**src/hdl/hoc_pkg.sv**
```systemverilog
// Shared types and constants for the horizon occlusion culler.
// Used by hoc_div, hoc_mem and horizon_occlusion_culler_core.
package hoc_pkg;

    // Field and datapath widths
    localparam int COORD_W   = 32;  // Q16.16 coordinates
    localparam int DIR_W     = 16;  // Q1.14 direction
    localparam int CMD_W     = 2;
    localparam int CFG_IDX_W = 3;
    localparam int VEC_W     = 33;  // coordinate minus camera
    localparam int PROD_W    = 49;  // direction times vector
    localparam int PROJ_W    = 50;  // projected lateral value or depth
    localparam int SLOPE_W   = 32;  // Q16.16 slope
    localparam int QUO_W     = 31;  // unsaturated slope magnitude
    localparam int LANES     = 3;   // lateral, low height, high height
    localparam int SCL_W     = 48;  // slope times scale
    localparam int COLT_W    = 49;  // scaled slope plus half
    localparam int COLP_W    = 63;  // times entry count
    localparam int COL_W     = 31;  // column index before clamping

    localparam int HOC_ENTRIES_DEF = 256;

    // Commands
    localparam logic [CMD_W-1:0] CMD_CLEAR = 2'd0;
    localparam logic [CMD_W-1:0] CMD_ADD   = 2'd1;
    localparam logic [CMD_W-1:0] CMD_QUERY = 2'd2;

    // Configuration register indexes
    localparam logic [CFG_IDX_W-1:0] REG_CAM_X  = 3'd0;
    localparam logic [CFG_IDX_W-1:0] REG_CAM_Y  = 3'd1;
    localparam logic [CFG_IDX_W-1:0] REG_CAM_Z  = 3'd2;
    localparam logic [CFG_IDX_W-1:0] REG_DIR_X  = 3'd3;
    localparam logic [CFG_IDX_W-1:0] REG_DIR_Y  = 3'd4;
    localparam logic [CFG_IDX_W-1:0] REG_ACTIVE = 3'd5;

    localparam logic signed [DIR_W-1:0]   DIR_Y_RST  = 16'sd16384;
    localparam logic signed [SLOPE_W-1:0] SLOPE_MIN  = 32'sh8000_0000;
    localparam logic signed [SLOPE_W-1:0] SLOPE_SAT  = 32'sh7fff_ffff;
    // 0.33 in Q0.16
    localparam logic signed [15:0]        SCALE_033  = 16'sd21627;
    localparam logic signed [COLT_W-1:0]  HALF_Q32   = 49'sd2147483648;
    localparam logic signed [COLP_W-1:0]  CEIL_ADD   = 63'sd4294967295;

    // Divider request and response
    typedef struct packed {
        logic                          start;
        logic [PROJ_W-1:0]             den;
        logic [LANES-1:0][PROJ_W-1:0]  num;
    } div_req_t;

    typedef struct packed {
        logic                          done;
        logic [LANES-1:0][SLOPE_W-1:0] quo;
    } div_rsp_t;

endpackage

```
**src/hdl/hoc_div.sv**
```systemverilog
// Three-lane radix-2 slope divider: num * 2^16 / den, truncated and saturated.
// Depends on hoc_pkg; one quotient bit per lane per cycle, lanes share den.
module hoc_div import hoc_pkg::*; (
    input  logic     aclk,
    input  logic     aresetn,
    input  div_req_t req,
    output div_rsp_t rsp
);

    logic              busy_reg;
    logic              done_reg;
    logic [4:0]        cnt_reg;
    logic [PROJ_W-1:0] den_reg;

    // Step counter shared by all lanes
    always_ff @(posedge aclk) begin
        if (!aresetn) begin
            busy_reg <= 1'b0;
            done_reg <= 1'b0;
            cnt_reg  <= '0;
        end else begin
            done_reg <= 1'b0;
            if (req.start) begin
                busy_reg <= 1'b1;
                cnt_reg  <= 5'(QUO_W - 1);
            end else if (busy_reg) begin
                cnt_reg <= cnt_reg - 5'd1;
                if (cnt_reg == '0) begin
                    busy_reg <= 1'b0;
                    done_reg <= 1'b1;
                end
            end
        end
    end

    always_ff @(posedge aclk) begin
        if (req.start) begin
            den_reg <= req.den;
        end
    end

    assign rsp.done = done_reg;

    for (genvar g = 0; g < LANES; g++) begin : g_lane
        logic                neg_reg;
        logic                sat_reg;
        logic [PROJ_W:0]     rem_reg;
        logic [QUO_W-1:0]    low_reg;
        logic [QUO_W-1:0]    quo_reg;
        logic [PROJ_W-1:0]   mag;
        logic [PROJ_W:0]     shifted;
        logic [PROJ_W:0]     diff;
        logic                take;
        logic [SLOPE_W-1:0]  q_ext;

        // Magnitude of the signed numerator
        assign mag = req.num[g][PROJ_W-1] ? (~req.num[g] + PROJ_W'(1)) : req.num[g];

        // One restoring step
        always_comb begin
            shifted = {rem_reg[PROJ_W-1:0], low_reg[QUO_W-1]};
            diff    = shifted - {1'b0, den_reg};
            take    = (shifted >= {1'b0, den_reg});
        end

        always_ff @(posedge aclk) begin
            if (req.start) begin
                neg_reg <= req.num[g][PROJ_W-1];
                sat_reg <= ((mag >> 15) >= req.den);
                rem_reg <= {1'b0, (mag >> 15)};
                low_reg <= {mag[14:0], 16'b0};
                quo_reg <= '0;
            end else if (busy_reg) begin
                rem_reg <= take ? diff : shifted;
                low_reg <= {low_reg[QUO_W-2:0], 1'b0};
                quo_reg <= {quo_reg[QUO_W-2:0], take};
            end
        end

        // Apply sign and saturation
        assign q_ext = {1'b0, quo_reg};
        assign rsp.quo[g] = sat_reg ? (neg_reg ? -SLOPE_SAT : SLOPE_SAT)
                                    : (neg_reg ? (~q_ext + SLOPE_W'(1)) : q_ext);
    end

endmodule

```
**config.mk**
```make
export PLATFORM = sky130hd
export DESIGN_NAME = hoc_div
export DESIGN_NICKNAME = d
export VERILOG_FILES = /design/src/hdl/hoc_pkg.sv /design/src/hdl/hoc_div.sv
export SDC_FILE = /design/constraint.sdc
export NUM_CORES = 1
export LEC_CHECK = 0
export BUFFER_PORTS_ARGS = -buffer_cell sky130_fd_sc_hd__buf_2
export CORE_ASPECT_RATIO = 0.75
export CORE_MARGIN = 8
export CORE_UTILIZATION = 45
export CTS_CLUSTER_SIZE = 20
export DETAILED_ROUTE_END_ITERATION = 8
export SYNTH_ARGS = -nofsm -noshare
export SYNTH_HDL_FRONTEND = slang
export SYNTH_SLANG_ARGS = --single-unit
```
**constraint.sdc**
```tcl
create_clock -name aclk -period 7.4 [get_ports aclk]
set_input_delay 1.85 -clock aclk [delete_from_list [all_inputs] [get_ports aclk]]
set_output_delay 1.85 -clock aclk [all_outputs]
set_load 0.05 [all_outputs]
```
# Yosys cells after proc, flatten, opt, wreduce, memory -nomap -nowiden

Cells that the tools add are included.

Bits in registers: 351
Bits of input ports: 203

$add $sub $neg: 10
Order comparisons: 6
Multiplexer cells: 33
Bitwise gates (word level): 8
Reduce and logical (&&, ||, !) cells: 4

Operator list:

| cell                                              | count |
|---|---|
| two-way mux 50 bit                                | 6 |
| two-way mux 32 bit                                | 9 |
| two-way mux 35 bit                                | 6 |
| two-way mux 31 bit                                | 6 |
| >= comparator 51 x 50 -> 1 bit                    | 3 |
| adder 50 x 1 -> 50 bit (second input constant)    | 3 |
| >= comparator 35 x 50 -> 1 bit                    | 3 |
| NOT 50 bit                                        | 3 |
| subtractor 50 bit                                 | 3 |
| adder 32 x 1 -> 32 bit (second input constant)    | 3 |
| NOT 31 -> 32 bit                                  | 3 |
| two-way mux 5 bit                                 | 2 |
| zero test 5 bit                                   | 1 |
| subtractor 5 x 1 -> 5 bit (second input constant) | 1 |
| two-way mux 1 bit                                 | 4 |
| OR reduction 3 bit                                | 1 |
| NOT 1 bit                                         | 2 |
| nonzero test 2 bit                                | 1 |
| OR reduction 2 bit                                | 1 |

# Longest topological paths before layout

Gate-level depths: netlist (run 1).

Depth after elaboration: 4
Gate-level depth with buffers: 20
Mapped depth without buffers: 20

# Worst setup path after synthesis (run 1)

No wires, ideal clock.

Path type: input to register
Start point: input port req[10] (netlist name)
End point: register g_lane[0].sat_reg, data pin
Setup time: 0.261 ns
Arrival time: 6.167 ns
Data required time: 7.139 ns
Setup slack: 0.971 ns
Stages: 20
Buffers on the path: 0
Cells stage by stage: or4_4 -> or3_4 -> nor4_4 -> nand4_2 -> or2_2 -> or4_1 -> or4_1 -> o31ai_2 -> nand2_1 -> xor2_1 -> ha_1 -> a21o_1 -> a21oi_1 -> nor2b_1 -> o21ai_0 -> nand2b_1 -> a21oi_1 -> nor2b_1 -> o31ai_1 -> a21oi_1

Longest elaborated chain between the ends: 4

RTL lines:

| element                        | line          | source |
|---|---|---|
| start: declaration             | hoc_div.sv:6  | `input div_req_t req,` |
| NOT 50 bit                     | hoc_div.sv:57 | `assign mag = req.num[g][PROJ_W-1] ? (~req.num[g] + PROJ_W'(1)) : req.num[g];` |
| adder 50 x 1 -> 50 bit         | hoc_div.sv:57 |  |
| two-way mux 50 bit             | hoc_div.sv:57 |  |
| >= comparator 35 x 50 -> 1 bit | hoc_div.sv:69 | `sat_reg <= ((mag >> 15) >= req.den);` |
| end signal: assignment         | hoc_div.sv:69 |  |
| end: declaration               | hoc_div.sv:46 | `logic sat_reg;` |

Every way passes these cells.
A chain may end at the register's enable or synchronous reset.

==> results of run 1 <==
worst max-delay path, stage by stage (launching register included):
cell and delay, ns:
dfxtp_1 0.35, inv_1 0.09, ha_1 0.19, or3b_2 0.51
nor4_1 0.44, nand4bb_1 0.25, or3_1 0.39, or3_1 0.36
or3_1 0.37, or3_1 0.36, or3_1 0.42, o311ai_0 0.32
o31a_1 0.21, buf_2 0.27
synth_stat cells, drive strengths merged, types with 29 or more instances:
| library cell | count |
|---|---|
| nor2 | 462 |
| a21oi | 400 |
| ha | 263 |
| nand2 | 238 |
| edfxtp | 206 |
| o21ai | 205 |
| xnor2 | 174 |
| clkbuf | 158 |
| inv | 152 |
| a21o | 150 |
| dfxtp | 145 |
| mux2i | 145 |
| xor2 | 120 |
| nor3 | 67 |
| nand4 | 63 |
| or3 | 60 |
| o31ai | 51 |
| nand2b | 47 |
| nand3 | 43 |
| a211oi | 40 |
| nor2b | 36 |
| buf | 35 |
| or4 | 34 |
| a221o | 32 |
| a31oi | 32 |
| o41ai | 29 |
power by group through the flow:
stage	Combinational, mW	Sequential [mW]	Clock, mW
finish	3.28	2.42	2.39
global route	3.58	2.44	2.51
CTS	3.23	2.42	2.44
detailed placement	3.21	2.46	0
global placement	3.21	2.46	0
floorplan	2.39	2.42	0
per-stage QoR:
stage                     power [mW]  std cells  area, sq um  hold slack (ns)
after floorplan                 4.81       3715        30700            0.425
after global placement          5.66       4749        32900            0.468
after detailed placement        5.66       4749        32900            0.453
after CTS                       8.09       4831        34500            0.461
after global routing            8.53       4834        34500            0.477
final                           8.09       4834        34500            0.467
area by class of cell:
class / instances / share of cell area (%)
tap: 892 / 3.24
clock inverter: 27 / 1.03
multi-input combinational: 3019 / 59.0
timing repair buffer: 335 / 5.19
inverter: 152 / 1.68
sequential: 351 / 26.4
clock buffer: 55 / 3.49
antenna: 3 / 0.0218
cell families (layout without fill, tap and decap cells):
| group | after synthesis | in the layout | share of synthesized area, % |
|---|---|---|---|
| XOR/XNOR | 294 | 294 | 8.39 |
| AO/OA/AOI/OAI | 1142 | 1142 | 23.8 |
| buffers and inverters | 345 | 569 | 4.23 |
| other | 0 | 3 | 0 |
| adder cells (fa/ha/maj) | 266 | 266 | 10.9 |
| flip-flops | 351 | 351 | 29.6 |
| AND/OR/NAND/NOR | 1166 | 1166 | 18.1 |
| multiplexers | 151 | 151 | 4.95 |
routing by layer:
metal / up-vias / global-route usage, % / part of all wire (%) / routed length (um)
met5: - / 0 / 0.084 / 88
met4: 12 / 5.12 / 1.7 / 1780
met3: 123 / 4.66 / 8.4 / 8730
met2: 1098 / 37.2 / 41 / 43000
met1: 13700 / 39.2 / 49 / 50600
li1: 14100 / - / - / -
path summary, 6_finish.rpt:
path | slack [ns] | end | cells after the start
setup / recovery | 0.44 | rsp[94] | 13
hold / removal | 0.47 | g_lane[0].rem_reg[49]$_SDFFE_PP0P_ | 2
setup reg to reg | 1.47 | g_lane[2].rem_reg[21]$_DFFE_PP_ | 14
hold reg to reg | 0.47 | g_lane[0].rem_reg[49]$_SDFFE_PP0P_ | 2
==> impl_metrics.tcl, run 1 <==
set metrics [dict create \
    ys_warn_count 0 \
    synth_top_area_share_pct 20.1 \
    ys_top_cells_by_area "edfxtp_1 20%, ha_1 11%, dfxtp_1 9.5%" \
    grt_pass1_vias 26300 \
    io_pins 300 \
    ctsResizeCount 0 \
    dp.final_hpwl_um 79800 \
    fp.dieH_um 242 \
    grt-ovfl-total 0 \
    die_area_sq_um 76900 \
    synth_async_sr_flop_share_pct 0 \
    n_fill_cell 6594 \
    end_kind "output pin" \
    finalSetupViolCount 0 \
    power-per-cell-area_nw_per_um2 235 \
    layout_common_cells "462 x nor2_1, 400 x a21oi_1, 298 x buf_2" \
    htreeDepth 2 \
    start_kind "flip-flop" \
    worst_pin_slew_ns 1.09 \
    worst_slack_ns 0.440 \
    synth_area_leader_cell "edfxtp_1" \
    p_sw_share_pct 38.8 \
    cts_tree "built" \
    pwr-share-seq_pct 30.0 \
    crit_type "flip-flop to output pin" \
    period_needed_ns 6.96 \
    cts.hold.buffers_added 0 \
    netSwitchingPower_mw 3.14 \
    pre_cts_ws_ns 0.136 \
    finalCritPeriodShare_pct 94.1 \
    finalHoldViolations 0 \
    grt_pass1_wl_um 160000 \
    holdCritStartpoint "g_lane[0].rem_reg[49]$_SDFFE_PP0P_" \
    regArea_sq_um 9090 \
    cts_buffers 44 \
    synth-main-ff-cell "edfxtp_1" \
    syn-num-nets 4184 \
    synth_edf_count 206 \
    multiInputGateArea_sq_um 20300 \
    slew_headroom_pct 26.1 \
    clkTransAtPathRegs_ns 0.06 \
    fmax_mhz 144 \
    intPower_mw 4.95 \
    rows 83 \
    path_max_fanout 6 \
    gp_congestion 0.931 \
    insertion_delay_ns 0.59 \
    grt_usage_pct 25.7 \
    startpoint "g_lane[2].quo_reg[0]$_SDFFE_PP0P_" \
    cts.path.max_buffers 3 \
    arrival_ns 5.11 \
    syn_area_sq_um 30700 \
    start_util_pct 45.1 \
    ys_ff_latch 351 \
    final_common_cell "nor2_1" \
    avgSynthCellArea_sq_um 8.27 \
    cts_sinks 351 \
    rsz0062_at_grt "false" \
    via_per_inst 6.00 \
    antenna_found_initial 11 \
    maxCapViolations 0 \
    largest_register_ffs 150 \
    drc 0 \
    synth_cell_types 80 \
    synthCells 3715 \
    nets 4372 \
    combPwrFrac_pct 40.5 \
    skew_ns 0.0158 \
    via_count 29000 \
    status "finished, final reports clean" \
    slew_viol_final 0 \
    core_sq_um 68000 \
    yosysSeqAreaShare_pct 29.6 \
    drt_first_pass_iters 6 \
    layout-drive-gt1-share_pct 11.6 \
    portBuffers 299 \
    clockRootBuffer "clkbuf_16" \
    vdd_drop_max_mv 0.153 \
    area_delta_synth_final_pct 12.3 \
    wl_um 104000 \
    drt_iter0_drc 3000 \
    routedWlPerCell_um 21.5 \
    cp.required_ns 5.55 \
    hold_class "flip-flop to flip-flop" \
    p_leak_nw 14.9 \
    postCtsSetupBuffers 0 \
    dieWidth_um 318 \
    grt_max_degree 113 \
    pwr-share-clk_pct 29.5 \
    ant_nets 0 \
    fin_util_pct 50.7 \
    tns_ns 0 \
    r2r-start "den_reg[1]$_DFFE_PP_" \
]
Note: power is estimated with default switching activity, not from simulation.
==> run 2, diff against run 1 <==
--- a/config.mk
+++ b/config.mk
@@ -6,7 +6,7 @@
 export NUM_CORES = 1
 export LEC_CHECK = 0
 export BUFFER_PORTS_ARGS = -buffer_cell sky130_fd_sc_hd__buf_2
-export CORE_ASPECT_RATIO = 0.75
+export CORE_ASPECT_RATIO = 0.7
 export CORE_MARGIN = 8
 export CORE_UTILIZATION = 45
 export CTS_CLUSTER_SIZE = 20
==> run 2 against run 1 <==
Clock skew increased by 0.018 ns. Combinational power about the same. Sequential share of layout area increased by 0.20 points. Core utilization decreased by 0.27 points. First-iteration DRC count increased by 12%. Maximum frequency decreased by 0.32%. Via count decreased by 0.12%. Cell area decreased by 0.76%. Worst hold slack improved by 0.0071 ns.
==> impl_metrics.tcl, run 2 (synthesis gave the netlist of run 1 again) <==
set metrics [dict create \
    critPathBufInv 3 \
    netSwitchingPower_mw 3.12 \
    drc 0 \
    cp_common_cell "or3_1" \
    combPwrFrac_pct 42.1 \
    power-per-cell-area_nw_per_um2 228 \
    fmax_mhz 143 \
    core_sq_um 67900 \
    fp.dieH_um 235 \
    portBuffers 299 \
    slowest_stage "or4b_1" \
    ant_nets 0 \
    antenna_found_initial 13 \
    start_kind "flip-flop" \
    nets 4363 \
    gp_congestion 0.970 \
    end_kind "output pin" \
    insertion_delay_ns 0.60 \
    clockRootBuffer "clkbuf_16" \
    htreeDepth 2 \
    grt_usage_pct 25.9 \
    clkTransAtPathRegs_ns 0.06 \
    path_cells "inv_1, ha_1, inv_1, or3_1, or3_1, or3_1, or2_2, or3_1, or3_1, or4b_1, or3_1, a21o_1, a21oi_1, buf_2" \
    cpPeakStageDelay_ns 0.57 \
    dp.final_hpwl_um 80300 \
    cp.required_ns 5.55 \
    grt_max_degree 95 \
    cts_sinks 351 \
    cts_tree "built" \
    pwr-share-clk_pct 26.9 \
    worst_pin_slew_ns 1.18 \
    wl_um 104000 \
    period_needed_ns 6.98 \
    finalHoldViolations 0 \
    arrival_ns 5.13 \
    grt_pass1_vias 26400 \
    hold_class "flip-flop to flip-flop" \
    start_util_pct 45.2 \
    io_pins 300 \
    slew_headroom_pct 21.0 \
    routedWlPerCell_um 21.5 \
    area_delta_synth_final_pct 11.5 \
    tns_ns 0 \
    drt_iter0_drc 3366 \
    skew_ns 0.0337 \
    pwr-share-seq_pct 31.0 \
    drt_first_pass_iters 5 \
    slew_viol_final 0 \
    maxCapViolations 0 \
    rows 80 \
    layout_common_cells "462 x nor2_1, 400 x a21oi_1, 298 x buf_2" \
    n_fill_cell 6659 \
    path_max_fanout 5 \
    largest_register_ffs 150 \
    cts_buffers 41 \
    final_common_cell "nor2_1" \
    finalSetupViolCount 0 \
    status "finished, final reports clean" \
    crit_type "flip-flop to output pin" \
    fin_util_pct 50.4 \
    ctsResizeCount 0 \
    p_leak_nw 14.8 \
    rsz0062_at_grt "false" \
    p_sw_share_pct 39.9 \
    layout-drive-gt1-share_pct 11.3 \
    via_count 29000 \
    crit_family "simple AND/OR/NAND/NOR gates" \
    vdd_drop_max_mv 0.142 \
    cts.path.max_buffers 3 \
    grt-ovfl-total 0 \
    finalCritPeriodShare_pct 94.4 \
    via_per_inst 5.99 \
    die_area_sq_um 77000 \
    intPower_mw 4.69 \
    grt_pass1_wl_um 158000 \
    cts.hold.buffers_added 0 \
    dieWidth_um 328 \
    postCtsSetupBuffers 0 \
]
[run 2: cell types whose count changed in the layout (fill, tap and decap cells not counted), moves of 3 or more]
cell,change
clkinv_2,+7
buf_4,-6
diode_2,+6
bufinv_16,-5
clkinvlp_4,-5
clkbuf_16,-3
[run 2: path summary, 6_finish.rpt]
path | startpoint | end | slack (ns) | cells after the start
max | g_lane[0].quo_reg[1]$_SDFFE_PP0P_ | rsp[28] | 0.42 | 14
max reg2reg | den_reg[1]$_DFFE_PP_ | g_lane[2].rem_reg[19]$_DFFE_PP_ | 1.94 | 14
min reg2reg | g_lane[0].rem_reg[49]$_SDFFE_PP0P_ | g_lane[0].rem_reg[49]$_SDFFE_PP0P_ | 0.47 | 2
min | g_lane[0].rem_reg[49]$_SDFFE_PP0P_ | g_lane[0].rem_reg[49]$_SDFFE_PP0P_ | 0.47 | 2
[run 2: layout make-up]
cell class,count,area [sq um],area share (%)
tap,902,1130,3.30
multi-input combinational,3019,20300,59.4
sequential,351,9090,26.6
antenna,9,22.5,0.0658
timing repair buffer,329,1740,5.10
clock buffer,53,1130,3.31
clock inverter,21,181,0.530
inverter,152,581,1.70
[run 2: per-layer routing]
layer  wire length, um  GRT usage (%)
met1             51000           39.4
met4              1830           5.39
met3             10500           7.52
met5                45              0
met2             40800           35.6
[run 2: tightest hold or removal path, stage by stage (launching register included)]
cell	delay, ns
dfxtp_1	0.32
nand2_1	0.06
o41ai_1	0.05
[run 2: per-stage QoR]
stage / area [sq um] / setup slack (ns) / hold WS [ns] / instances / power [mW]
after floorplan: 30700 / 0.971 / 0.425 / 3715 / 4.81
after global placement: 32900 / 0.207 / 0.467 / 4753 / 5.66
after detailed placement: 32900 / 0.177 / 0.469 / 4753 / 5.66
after CTS: 34200 / 0.382 / 0.476 / 4827 / 7.79
after global routing: 34200 / 0.132 / 0.497 / 4832 / 8.26
final: 34200 / 0.417 / 0.475 / 4836 / 7.81
[run 2: power by group through the flow]
stage	Combinational, mW	Clock (mW)	Sequential, mW
2_1_floorplan	2.39	0	2.42
3_3_place_gp	3.21	0	2.46
3_5_place_dp	3.21	0	2.45
4_1_cts	3.23	2.15	2.42
5_1_grt	3.60	2.22	2.44
6_report	3.29	2.10	2.42
